$ cat config.mk
export PLATFORM = sky130hd
export DESIGN_NAME = hsv_to_rgb_converter
export DESIGN_NICKNAME = d
export VERILOG_FILES = /design/src/sv/hsvc_pkg.sv /design/src/sv/hsvc_sector.sv /design/src/sv/hsvc_products.sv /design/src/sv/hsvc_divide.sv /design/src/sv/hsvc_route.sv /design/src/sv/hsv_to_rgb_converter.sv
export SDC_FILE = /design/constraint.sdc
export NUM_CORES = 2
export LEC_CHECK = 0
export ABC_AREA = 1
export BUFFER_PORTS_ARGS = -buffer_cell sky130_fd_sc_hd__buf_2
export CAP_MARGIN = 20
export CORE_MARGIN = 2
export CORE_UTILIZATION = 45
export DETAILED_ROUTE_END_ITERATION = 10
export SYNTH_ARGS = -nofsm -noshare
export SYNTH_HDL_FRONTEND = slang
export SYNTH_SLANG_ARGS = --single-unit
$ cat constraint.sdc
create_clock -name i_clk -period 15.4 [get_ports i_clk]
set_clock_uncertainty 0.05 [all_clocks]
set_input_delay 1.54 -clock i_clk [delete_from_list [all_inputs] [get_ports i_clk]]
set_output_delay 1.54 -clock i_clk [all_outputs]
set_load 0.1 [all_outputs]
$ cat src/sv/hsvc_pkg.sv
`timescale 1ns / 1ps
// Shared constants, widths and request types for the HSV to RGB converter.
// No dependencies; every other file imports this package.
package hsvc_pkg;

    // Number formats
    localparam int HUE_FRAC_BITS  = 6;
    localparam int COMPONENT_BITS = 8;
    localparam int HUE_W          = 16;
    localparam int SEC_W          = 3;

    localparam int COMP_MAX       = (1 << COMPONENT_BITS) - 1;
    localparam int SECTOR_UNITS   = 60 << HUE_FRAC_BITS;
    localparam int TURN_UNITS     = 6 * SECTOR_UNITS;

    // Fraction within a sector, s*r products, full numerators
    localparam int FRAC_W = $clog2(SECTOR_UNITS);
    localparam int SR_W   = COMPONENT_BITS + FRAC_W;
    localparam int NUM_W  = COMPONENT_BITS + SR_W;
    localparam int PM_W   = 2 * COMPONENT_BITS;

    // Divisor of q and t: one full code times one sector
    localparam longint DEN = longint'(COMP_MAX) * longint'(SECTOR_UNITS);

    // Floor reciprocals; estimate is the true quotient or one below
    localparam longint KD   = (longint'(1) << NUM_W) / DEN;
    localparam int     KD_W = NUM_W - $clog2(DEN) + 1;
    localparam longint KM   = (longint'(1) << PM_W) / COMP_MAX;
    localparam int     KM_W = PM_W - COMPONENT_BITS + 1;

    typedef logic [COMPONENT_BITS-1:0] t_comp;
    typedef logic [SEC_W-1:0]          t_sector;

    // Sector split of one pixel
    typedef struct packed {
        t_sector           sector;
        logic [FRAC_W-1:0] frac;
        t_comp             sat;
        t_comp             val;
    } t_sec_req;

    // Numerators of p, q and t before division
    typedef struct packed {
        t_sector          sector;
        t_comp            val;
        logic [PM_W-1:0]  px;
        logic [NUM_W-1:0] qx;
        logic [NUM_W-1:0] tx;
    } t_num_req;

    // Finished components ahead of routing
    typedef struct packed {
        t_sector sector;
        t_comp   val;
        t_comp   p;
        t_comp   q;
        t_comp   t;
    } t_pqt_req;

    // Output pixel, blue in the low bits
    typedef struct packed {
        t_comp red;
        t_comp green;
        t_comp blue;
    } t_rgb;

endpackage

$ cat src/sv/hsvc_sector.sv
`timescale 1ns / 1ps
// First pipeline stage: hue wrap, sector number and fraction within the sector.
// Depends on hsvc_pkg.
module hsvc_sector
    import hsvc_pkg::*;
(
    input  logic              i_clk,
    input  logic              i_rst_n,
    input  logic              i_valid,
    output logic              o_ready,
    input  logic [HUE_W-1:0]  i_hue,
    input  t_comp             i_sat,
    input  t_comp             i_val,
    output logic              o_valid,
    input  logic              i_ready,
    output t_sec_req          o_req
);

    logic             hue_ovr;
    logic [HUE_W-1:0] hue_w;
    t_sector          sec;
    t_sec_req         n_req;
    t_sec_req         r_req;
    logic             r_valid;
    logic             ld;

    // A full turn or more counts as zero
    assign hue_ovr = 32'(i_hue) >= 32'(TURN_UNITS);
    assign hue_w   = hue_ovr ? '0 : i_hue;

    // Sector from five parallel threshold compares, fraction by subtraction
    always_comb begin
        sec = '0;
        for (int k = 1; k < 6; k++) begin
            if (32'(hue_w) >= 32'(k * SECTOR_UNITS)) begin
                sec = sec + t_sector'(1);
            end
        end
        n_req.sector = sec;
        n_req.frac   = FRAC_W'(32'(hue_w) - 32'(sec) * 32'(SECTOR_UNITS));
        n_req.sat    = i_sat;
        n_req.val    = i_val;
    end

    assign ld      = !r_valid || i_ready;
    assign o_ready = ld;

    always_ff @(posedge i_clk) begin
        if (!i_rst_n) begin
            r_valid <= 1'b0;
        end else if (ld) begin
            r_valid <= i_valid;
        end
    end

    always_ff @(posedge i_clk) begin
        if (ld) begin
            r_req <= n_req;
        end
    end

    assign o_valid = r_valid;
    assign o_req   = r_req;

endmodule

$ cat src/sv/hsvc_products.sv
`timescale 1ns / 1ps
// Two stages forming the numerators v(M-s), v(MW-s*r) and v(MW-s(W-r)).
// Depends on hsvc_pkg.
module hsvc_products
    import hsvc_pkg::*;
(
    input  logic     i_clk,
    input  logic     i_rst_n,
    input  logic     i_valid,
    output logic     o_ready,
    input  t_sec_req i_req,
    output logic     o_valid,
    input  logic     i_ready,
    output t_num_req o_req
);

    // Stage A registers
    logic              r_va;
    t_sector           r_a_sector;
    t_comp             r_a_val;
    logic [SR_W-1:0]   r_a_sr;
    logic [SR_W-1:0]   r_a_sw;
    logic [PM_W-1:0]   r_a_pm;
    // Stage B registers
    logic              r_vb;
    t_num_req          r_b;

    logic              ld_a;
    logic              ld_b;
    logic [FRAC_W-1:0] frac_c;
    t_comp             sat_c;
    logic [SR_W-1:0]   n_sr;
    logic [SR_W-1:0]   n_sw;
    logic [PM_W-1:0]   n_pm;
    t_num_req          n_b;

    assign ld_b    = !r_vb || i_ready;
    assign ld_a    = !r_va || ld_b;
    assign o_ready = ld_a;

    // Stage A: s*r, s*(W-r) and v*(M-s)
    always_comb begin
        frac_c = FRAC_W'(SECTOR_UNITS) - i_req.frac;
        sat_c  = t_comp'(COMP_MAX) - i_req.sat;
        n_sr   = SR_W'(i_req.sat) * SR_W'(i_req.frac);
        n_sw   = SR_W'(i_req.sat) * SR_W'(frac_c);
        n_pm   = PM_W'(i_req.val) * PM_W'(sat_c);
    end

    // Stage B: scale the complements by v
    always_comb begin
        n_b.sector = r_a_sector;
        n_b.val    = r_a_val;
        n_b.px     = r_a_pm;
        n_b.qx     = NUM_W'(r_a_val) * NUM_W'(SR_W'(DEN) - r_a_sr);
        n_b.tx     = NUM_W'(r_a_val) * NUM_W'(SR_W'(DEN) - r_a_sw);
    end

    always_ff @(posedge i_clk) begin
        if (!i_rst_n) begin
            r_va <= 1'b0;
            r_vb <= 1'b0;
        end else begin
            if (ld_a) begin
                r_va <= i_valid;
            end
            if (ld_b) begin
                r_vb <= r_va;
            end
        end
    end

    always_ff @(posedge i_clk) begin
        if (ld_a) begin
            r_a_sector <= i_req.sector;
            r_a_val    <= i_req.val;
            r_a_sr     <= n_sr;
            r_a_sw     <= n_sw;
            r_a_pm     <= n_pm;
        end
        if (ld_b) begin
            r_b <= n_b;
        end
    end

    assign o_valid = r_vb;
    assign o_req   = r_b;

endmodule

$ cat src/sv/hsvc_divide.sv
`timescale 1ns / 1ps
// Three-stage constant division of p, q and t numerators: reciprocal estimate,
// back product, then a single remainder correction. Depends on hsvc_pkg.
module hsvc_divide
    import hsvc_pkg::*;
(
    input  logic     i_clk,
    input  logic     i_rst_n,
    input  logic     i_valid,
    output logic     o_ready,
    input  t_num_req i_req,
    output logic     o_valid,
    input  logic     i_ready,
    output t_pqt_req o_req
);

    localparam int PE_W = PM_W + KM_W;
    localparam int QE_W = NUM_W + KD_W;

    // Stage A: numerators and quotient estimates
    logic             r_va;
    t_num_req         r_a;
    t_comp            r_a_pe;
    t_comp            r_a_qe;
    t_comp            r_a_te;
    // Stage B: numerators, estimates and back products
    logic             r_vb;
    t_num_req         r_b;
    t_comp            r_b_pe;
    t_comp            r_b_qe;
    t_comp            r_b_te;
    logic [PM_W-1:0]  r_b_pb;
    logic [NUM_W-1:0] r_b_qb;
    logic [NUM_W-1:0] r_b_tb;
    // Stage C: corrected quotients
    logic             r_vc;
    t_pqt_req         r_c;

    logic             ld_a;
    logic             ld_b;
    logic             ld_c;
    logic [PE_W-1:0]  pm_full;
    logic [QE_W-1:0]  qm_full;
    logic [QE_W-1:0]  tm_full;
    logic [PM_W-1:0]  p_rem;
    logic [NUM_W-1:0] q_rem;
    logic [NUM_W-1:0] t_rem;
    t_pqt_req         n_c;

    assign ld_c    = !r_vc || i_ready;
    assign ld_b    = !r_vb || ld_c;
    assign ld_a    = !r_va || ld_b;
    assign o_ready = ld_a;

    // Stage A: multiply by floor reciprocal, keep the high part
    always_comb begin
        pm_full = PE_W'(i_req.px) * PE_W'(KM);
        qm_full = QE_W'(i_req.qx) * QE_W'(KD);
        tm_full = QE_W'(i_req.tx) * QE_W'(KD);
    end

    // Stage C: estimate is low by at most one
    always_comb begin
        p_rem      = r_b.px - r_b_pb;
        q_rem      = r_b.qx - r_b_qb;
        t_rem      = r_b.tx - r_b_tb;
        n_c.sector = r_b.sector;
        n_c.val    = r_b.val;
        n_c.p      = (p_rem >= PM_W'(COMP_MAX)) ? r_b_pe + t_comp'(1) : r_b_pe;
        n_c.q      = (q_rem >= NUM_W'(DEN)) ? r_b_qe + t_comp'(1) : r_b_qe;
        n_c.t      = (t_rem >= NUM_W'(DEN)) ? r_b_te + t_comp'(1) : r_b_te;
    end

    always_ff @(posedge i_clk) begin
        if (!i_rst_n) begin
            r_va <= 1'b0;
            r_vb <= 1'b0;
            r_vc <= 1'b0;
        end else begin
            if (ld_a) begin
                r_va <= i_valid;
            end
            if (ld_b) begin
                r_vb <= r_va;
            end
            if (ld_c) begin
                r_vc <= r_vb;
            end
        end
    end

    always_ff @(posedge i_clk) begin
        if (ld_a) begin
            r_a    <= i_req;
            r_a_pe <= pm_full[PM_W +: COMPONENT_BITS];
            r_a_qe <= qm_full[NUM_W +: COMPONENT_BITS];
            r_a_te <= tm_full[NUM_W +: COMPONENT_BITS];
        end
        // Stage B: back products of the estimates
        if (ld_b) begin
            r_b    <= r_a;
            r_b_pe <= r_a_pe;
            r_b_qe <= r_a_qe;
            r_b_te <= r_a_te;
            r_b_pb <= PM_W'(r_a_pe) * PM_W'(COMP_MAX);
            r_b_qb <= NUM_W'(r_a_qe) * NUM_W'(DEN);
            r_b_tb <= NUM_W'(r_a_te) * NUM_W'(DEN);
        end
        if (ld_c) begin
            r_c <= n_c;
        end
    end

    assign o_valid = r_vc;
    assign o_req   = r_c;

    // Reciprocal estimates must be within one of the true quotient
    a_p_rem: assert property (@(posedge i_clk) disable iff (!i_rst_n)
        r_vb |-> (p_rem < PM_W'(2 * COMP_MAX)))
        else $error("p remainder out of correction range");
    a_q_rem: assert property (@(posedge i_clk) disable iff (!i_rst_n)
        r_vb |-> (q_rem < NUM_W'(2 * DEN)))
        else $error("q remainder out of correction range");
    a_t_rem: assert property (@(posedge i_clk) disable iff (!i_rst_n)
        r_vb |-> (t_rem < NUM_W'(2 * DEN)))
        else $error("t remainder out of correction range");

endmodule

$ cat src/sv/hsvc_route.sv
`timescale 1ns / 1ps
// Final stage: six-way routing of v, p, q and t into the output register.
// Depends on hsvc_pkg.
module hsvc_route
    import hsvc_pkg::*;
(
    input  logic     i_clk,
    input  logic     i_rst_n,
    input  logic     i_valid,
    output logic     o_ready,
    input  t_pqt_req i_req,
    output logic     o_valid,
    input  logic     i_ready,
    output t_rgb     o_rgb
);

    logic r_valid;
    t_rgb r_rgb;
    t_rgb n_rgb;
    logic ld;

    // Component order per sector
    always_comb begin
        case (i_req.sector)
            t_sector'(0): begin
                n_rgb.red = i_req.val; n_rgb.green = i_req.t;   n_rgb.blue = i_req.p;
            end
            t_sector'(1): begin
                n_rgb.red = i_req.q;   n_rgb.green = i_req.val; n_rgb.blue = i_req.p;
            end
            t_sector'(2): begin
                n_rgb.red = i_req.p;   n_rgb.green = i_req.val; n_rgb.blue = i_req.t;
            end
            t_sector'(3): begin
                n_rgb.red = i_req.p;   n_rgb.green = i_req.q;   n_rgb.blue = i_req.val;
            end
            t_sector'(4): begin
                n_rgb.red = i_req.t;   n_rgb.green = i_req.p;   n_rgb.blue = i_req.val;
            end
            default: begin
                n_rgb.red = i_req.val; n_rgb.green = i_req.p;   n_rgb.blue = i_req.q;
            end
        endcase
    end

    assign ld      = !r_valid || i_ready;
    assign o_ready = ld;

    always_ff @(posedge i_clk) begin
        if (!i_rst_n) begin
            r_valid <= 1'b0;
        end else if (ld) begin
            r_valid <= i_valid;
        end
    end

    always_ff @(posedge i_clk) begin
        if (ld) begin
            r_rgb <= n_rgb;
        end
    end

    assign o_valid = r_valid;
    assign o_rgb   = r_rgb;

endmodule

$ cat src/sv/hsv_to_rgb_converter.sv
`timescale 1ns / 1ps
// HSV to RGB pixel converter. Takes one pixel per clock and returns it as
// 8-bit blue, green and red through seven register stages (sector split, two
// product stages, three division stages, routing); since every stage is a
// plain pipeline register the rate is one pixel per clock for as long as the
// output side keeps taking requests. A stall on the output fills empty stages
// first and only then pushes back on the input. Hue is in 1/64 degree units
// and any hue of 360 degrees or more acts as zero; each component is the exact
// result truncated to 0..255.
// Depends on hsvc_pkg, hsvc_sector, hsvc_products, hsvc_divide, hsvc_route.
module hsv_to_rgb_converter
    import hsvc_pkg::*;
(
    input  logic        i_clk,
    input  logic        i_rst_n,
    input  logic        s_axis_tvalid,
    output logic        s_axis_tready,
    input  logic [31:0] s_axis_tdata,   // hue[15:0], saturation[23:16], brightness[31:24]
    output logic        m_axis_tvalid,
    input  logic        m_axis_tready,
    output logic [23:0] m_axis_tdata    // blue[7:0], green[15:8], red[23:16]
);

    logic     sec_valid;
    logic     sec_ready;
    t_sec_req sec_req;
    logic     num_valid;
    logic     num_ready;
    t_num_req num_req;
    logic     pqt_valid;
    logic     pqt_ready;
    t_pqt_req pqt_req;
    t_rgb     rgb;

    // Sector split
    hsvc_sector u_sector (
        .i_clk   (i_clk),
        .i_rst_n (i_rst_n),
        .i_valid (s_axis_tvalid),
        .o_ready (s_axis_tready),
        .i_hue   (s_axis_tdata[15:0]),
        .i_sat   (s_axis_tdata[23:16]),
        .i_val   (s_axis_tdata[31:24]),
        .o_valid (sec_valid),
        .i_ready (sec_ready),
        .o_req   (sec_req)
    );

    // Numerators
    hsvc_products u_products (
        .i_clk   (i_clk),
        .i_rst_n (i_rst_n),
        .i_valid (sec_valid),
        .o_ready (sec_ready),
        .i_req   (sec_req),
        .o_valid (num_valid),
        .i_ready (num_ready),
        .o_req   (num_req)
    );

    // Constant division
    hsvc_divide u_divide (
        .i_clk   (i_clk),
        .i_rst_n (i_rst_n),
        .i_valid (num_valid),
        .o_ready (num_ready),
        .i_req   (num_req),
        .o_valid (pqt_valid),
        .i_ready (pqt_ready),
        .o_req   (pqt_req)
    );

    // Routing and output register
    hsvc_route u_route (
        .i_clk   (i_clk),
        .i_rst_n (i_rst_n),
        .i_valid (pqt_valid),
        .o_ready (pqt_ready),
        .i_req   (pqt_req),
        .o_valid (m_axis_tvalid),
        .i_ready (m_axis_tready),
        .o_rgb   (rgb)
    );

    assign m_axis_tdata = rgb;

endmodule

==> results.json <==
{
  "cts_sinks": 474,
  "start_kind": "primary input",
  "antenna_found_initial": 2,
  "synth-edff-count": 467,
  "start_util_pct": 45.5,
  "hold_depth": 0,
  "antenna_left": 0,
  "insertion_delay_ps": 680,
  "final.setup.tns_ps": 0,
  "hold_path.startpoint": "u_divide.r_a[16]",
  "wire_per_inst_um": 14.7,
  "max_slew.worst_pin.slew_ps": 1280,
  "remaining_drc_errors": 0,
  "die_area_mm2": 0.115,
  "cts_made_buffers": 53,
  "dp_hpwl_um": 88000,
  "fmax_ghz": 0.137,
  "die_x_um": 339,
  "die_y_um": 339,
  "crit_arrival_ps": 5730,
  "slew_headroom_pct": 13.9,
  "setup_viol": 0,
  "synthArstFlopShare_pct": 0,
  "grt_usage_pct": 19.2,
  "cts_buffer_depth": 3,
  "first_global_vias": 36600,
  "synth_seq_cells": 474,
  "ctsResizeCount": 0,
  "cts-root-buf": "clkbuf_16",
  "outcome": "completed",
  "netlist_area_mm2": 0.0505,
  "path_clk_slew_ps": 60,
  "coreArea_mm2": 0.111,
  "post_dp_cell_area_mm2": 0.0526,
  "drive_gt1_share_pct": 4.61,
  "rows": 122,
  "cts_htree_levels": 2,
  "fin_crit_sh_pct": 47.6,
  "ys_seq_area_share_pct": 28.0,
  "vias_per_cell": 4.93,
  "syn_inst": 5649,
  "nNetsFinal": 6877,
  "synthDistinctLibCells": 60,
  "area_delta_synth_final_pct": 7.83,
  "globalplace.congestion": 0.888,
  "io_pins": 62,
  "r2r_cells": 23,
  "cp.required_ps": 13810,
  "first_pass_iters": 5,
  "fill_cells": 10500,
  "drv_cap": 0,
  "yosys_warnings": 0,
  "rsz0062_at_grt": "false",
  "grt_pass1_wl_um": 182000,
  "cts_setup_buffers": 0,
  "postCtsHoldBufs": 0,
  "synth_nets": 6805,
  "synth_area_per_cell_um2": 8.94,
  "ys_dominant_reg_cell": "edfxtp_1",
  "rrSetupSlack_ps": 8650,
  "worstPathMaxFanout": 72,
  "cts_tree": "done",
  "worstHoldEndpoint": "u_divide.r_b[16]",
  "finalHoldViolations": 0,
  "vias": 35700,
  "fin_area_mm2": 0.0545,
  "crit_type": "primary input to output pin",
  "drt-initial-drc-count": 1927,
  "grt_max_degree": 73,
  "port_buffers": 61,
  "endpoint_kind": "output pin",
  "wl_um": 107000,
  "worst_hold_path_type": "flop to flop",
  "r2r_start": "u_products.r_a_sw[0]",
  "overflow": 0,
  "r2r_end": "u_products.o_req[27]",
  "finalWorstPathRequiredPeriod_ps": 7320,
  "slew_violations": 0
}
## flip-flops by register name (all words and copies together), names as in the netlist, 11 cells and up
register           cells
u_products.r_a_pm     16
u_divide.r_b_tb       16
u_products.o_req      82
u_divide.r_b          56
u_divide.r_b_pb       16
u_route.o_rgb         24
u_products.r_a_sr     19
u_divide.r_b_qb       16
u_divide.o_req        35
u_divide.n_c          11
u_divide.r_a          67
u_sector.o_req        31
u_products.r_a_sw     20
## cells in the final DEF (no fill, tap or decap), types with 20 or more instances in the layout
cell type / instances
nor2_1: 518
nand2_1: 995
fa_1: 543
a21o_1: 20
buf_4: 29
xnor2_1: 84
clkbuf_16: 53
nand3_1: 157
buf_2: 61
nor3_1: 30
ha_1: 577
edfxtp_1: 467
inv_1: 1351
o21ai_0: 105
xor2_1: 140
nand3b_1: 20
a21oi_1: 262
nand4_1: 47
## metrics by stage
step / instances / hold slack (ps) / setup WS, ps / util, %
finish: 7254 / 343 / 8080 / 49.1
global route: 7253 / 345 / 7520 / 49.1
CTS: 7253 / 323 / 7920 / 49.1
detailed placement: 7154 / 355 / 7910 / 47.4
global placement: 7154 / 351 / 7930 / 47.4
floorplan: 5649 / 350 / 2730 / -
## Yosys cell counts (4+ instances only)
library cell,count,area share [%]
a211oi_1,8,0.12
ha_1,577,14
a21oi_1,262,2.6
inv_1,1355,10
or2_2,8,0.099
o21a_1,10,0.15
nand2_1,995,7.4
o21ai_2,7,0.12
fa_1,543,22
o21bai_1,14,0.21
nor2_1,518,3.8
o21ai_0,105,1.0
inv_2,11,0.082
nand2_4,4,0.089
nand2_2,14,0.17
nand3_2,4,0.079
nor4_1,14,0.17
clkinv_1,9,0.067
nor2_2,18,0.22
o211ai_1,10,0.15
nor2_4,7,0.16
o31ai_1,6,0.089
dfxtp_1,7,0.28
a31oi_1,19,0.24
nand4_1,47,0.58
a22oi_1,16,0.24
o21ai_1,6,0.059
o2111ai_1,12,0.21
a21boi_0,6,0.089
o22ai_1,6,0.074
a21o_1,20,0.30
xnor2_1,84,1.5
o221ai_1,7,0.12
clkbuf_1,67,0.50
xor2_1,140,2.4
nand3_1,157,1.6
and2_1,7,0.087
nand3b_1,20,0.30
nor3_1,30,0.30
edfxtp_1,467,28
## layer usage
| metal | GRT usage [%] | up-vias | wire [um] |
|---|---|---|---|
| li1 | - | 17800 | - |
| met5 | 0 | - | 7 |
| met3 | 2.61 | 135 | 4690 |
| met1 | 26.4 | 17100 | 49900 |
| met4 | 4.79 | 2 | 2460 |
| met2 | 32.1 | 644 | 49700 |
## kinds of logic (layout without fill, tap and decap cells)
| family | Yosys count | in the layout | share of synthesized area [%] |
|---|---|---|---|
| xor+xnor | 228 | 228 | 4.01 |
| flops | 474 | 474 | 28.0 |
| compound gates | 520 | 520 | 5.90 |
| other cells | 0 | 1 | 0 |
| simple gates | 1859 | 1859 | 15.4 |
| buf+inv | 1448 | 1564 | 10.8 |
| fa+ha+maj | 1120 | 1120 | 35.8 |
## worst max-delay path by stage
stage                             start             to  slack, ps  cells past startpoint
after CTS                 m_axis_tready  s_axis_tready       7920                     16
final                     m_axis_tready  s_axis_tready       8080                     16
after detailed placement  m_axis_tready  s_axis_tready       7910                     16
after global placement    m_axis_tready  s_axis_tready       7930                     16
after floorplan           m_axis_tready  s_axis_tready       2730                     12
after global routing      m_axis_tready  s_axis_tready       7520                     16
## final cells by class
cell class	instances	area, um2	area share (%)
diodes	1	2.50	0.00459
clock buffers	59	1350	2.48
clock inverters	40	512	0.940
inverters	1375	5170	9.49
multi-input cells	3727	30900	56.7
flip-flops and latches	474	14200	26.0
well taps	1488	1860	3.42
repair buffers	90	523	0.960
## critical path, cell delays in order
cell and delay, ps:
buf_2 100, nor2_1 40, inv_1 700, nor2_1 100, inv_1 80, buf_4 410
nor2_1 170, inv_6 500, nor2_1 110, clkinv_2 420, nor2_1 110, clkinv_2 280
nor2_1 130, nand2_1 80, buf_4 370, buf_2 510
Power is left out: the tool's default activity adds up to more than one toggle a clock period on the data nets, which glitch-free logic cannot reach.
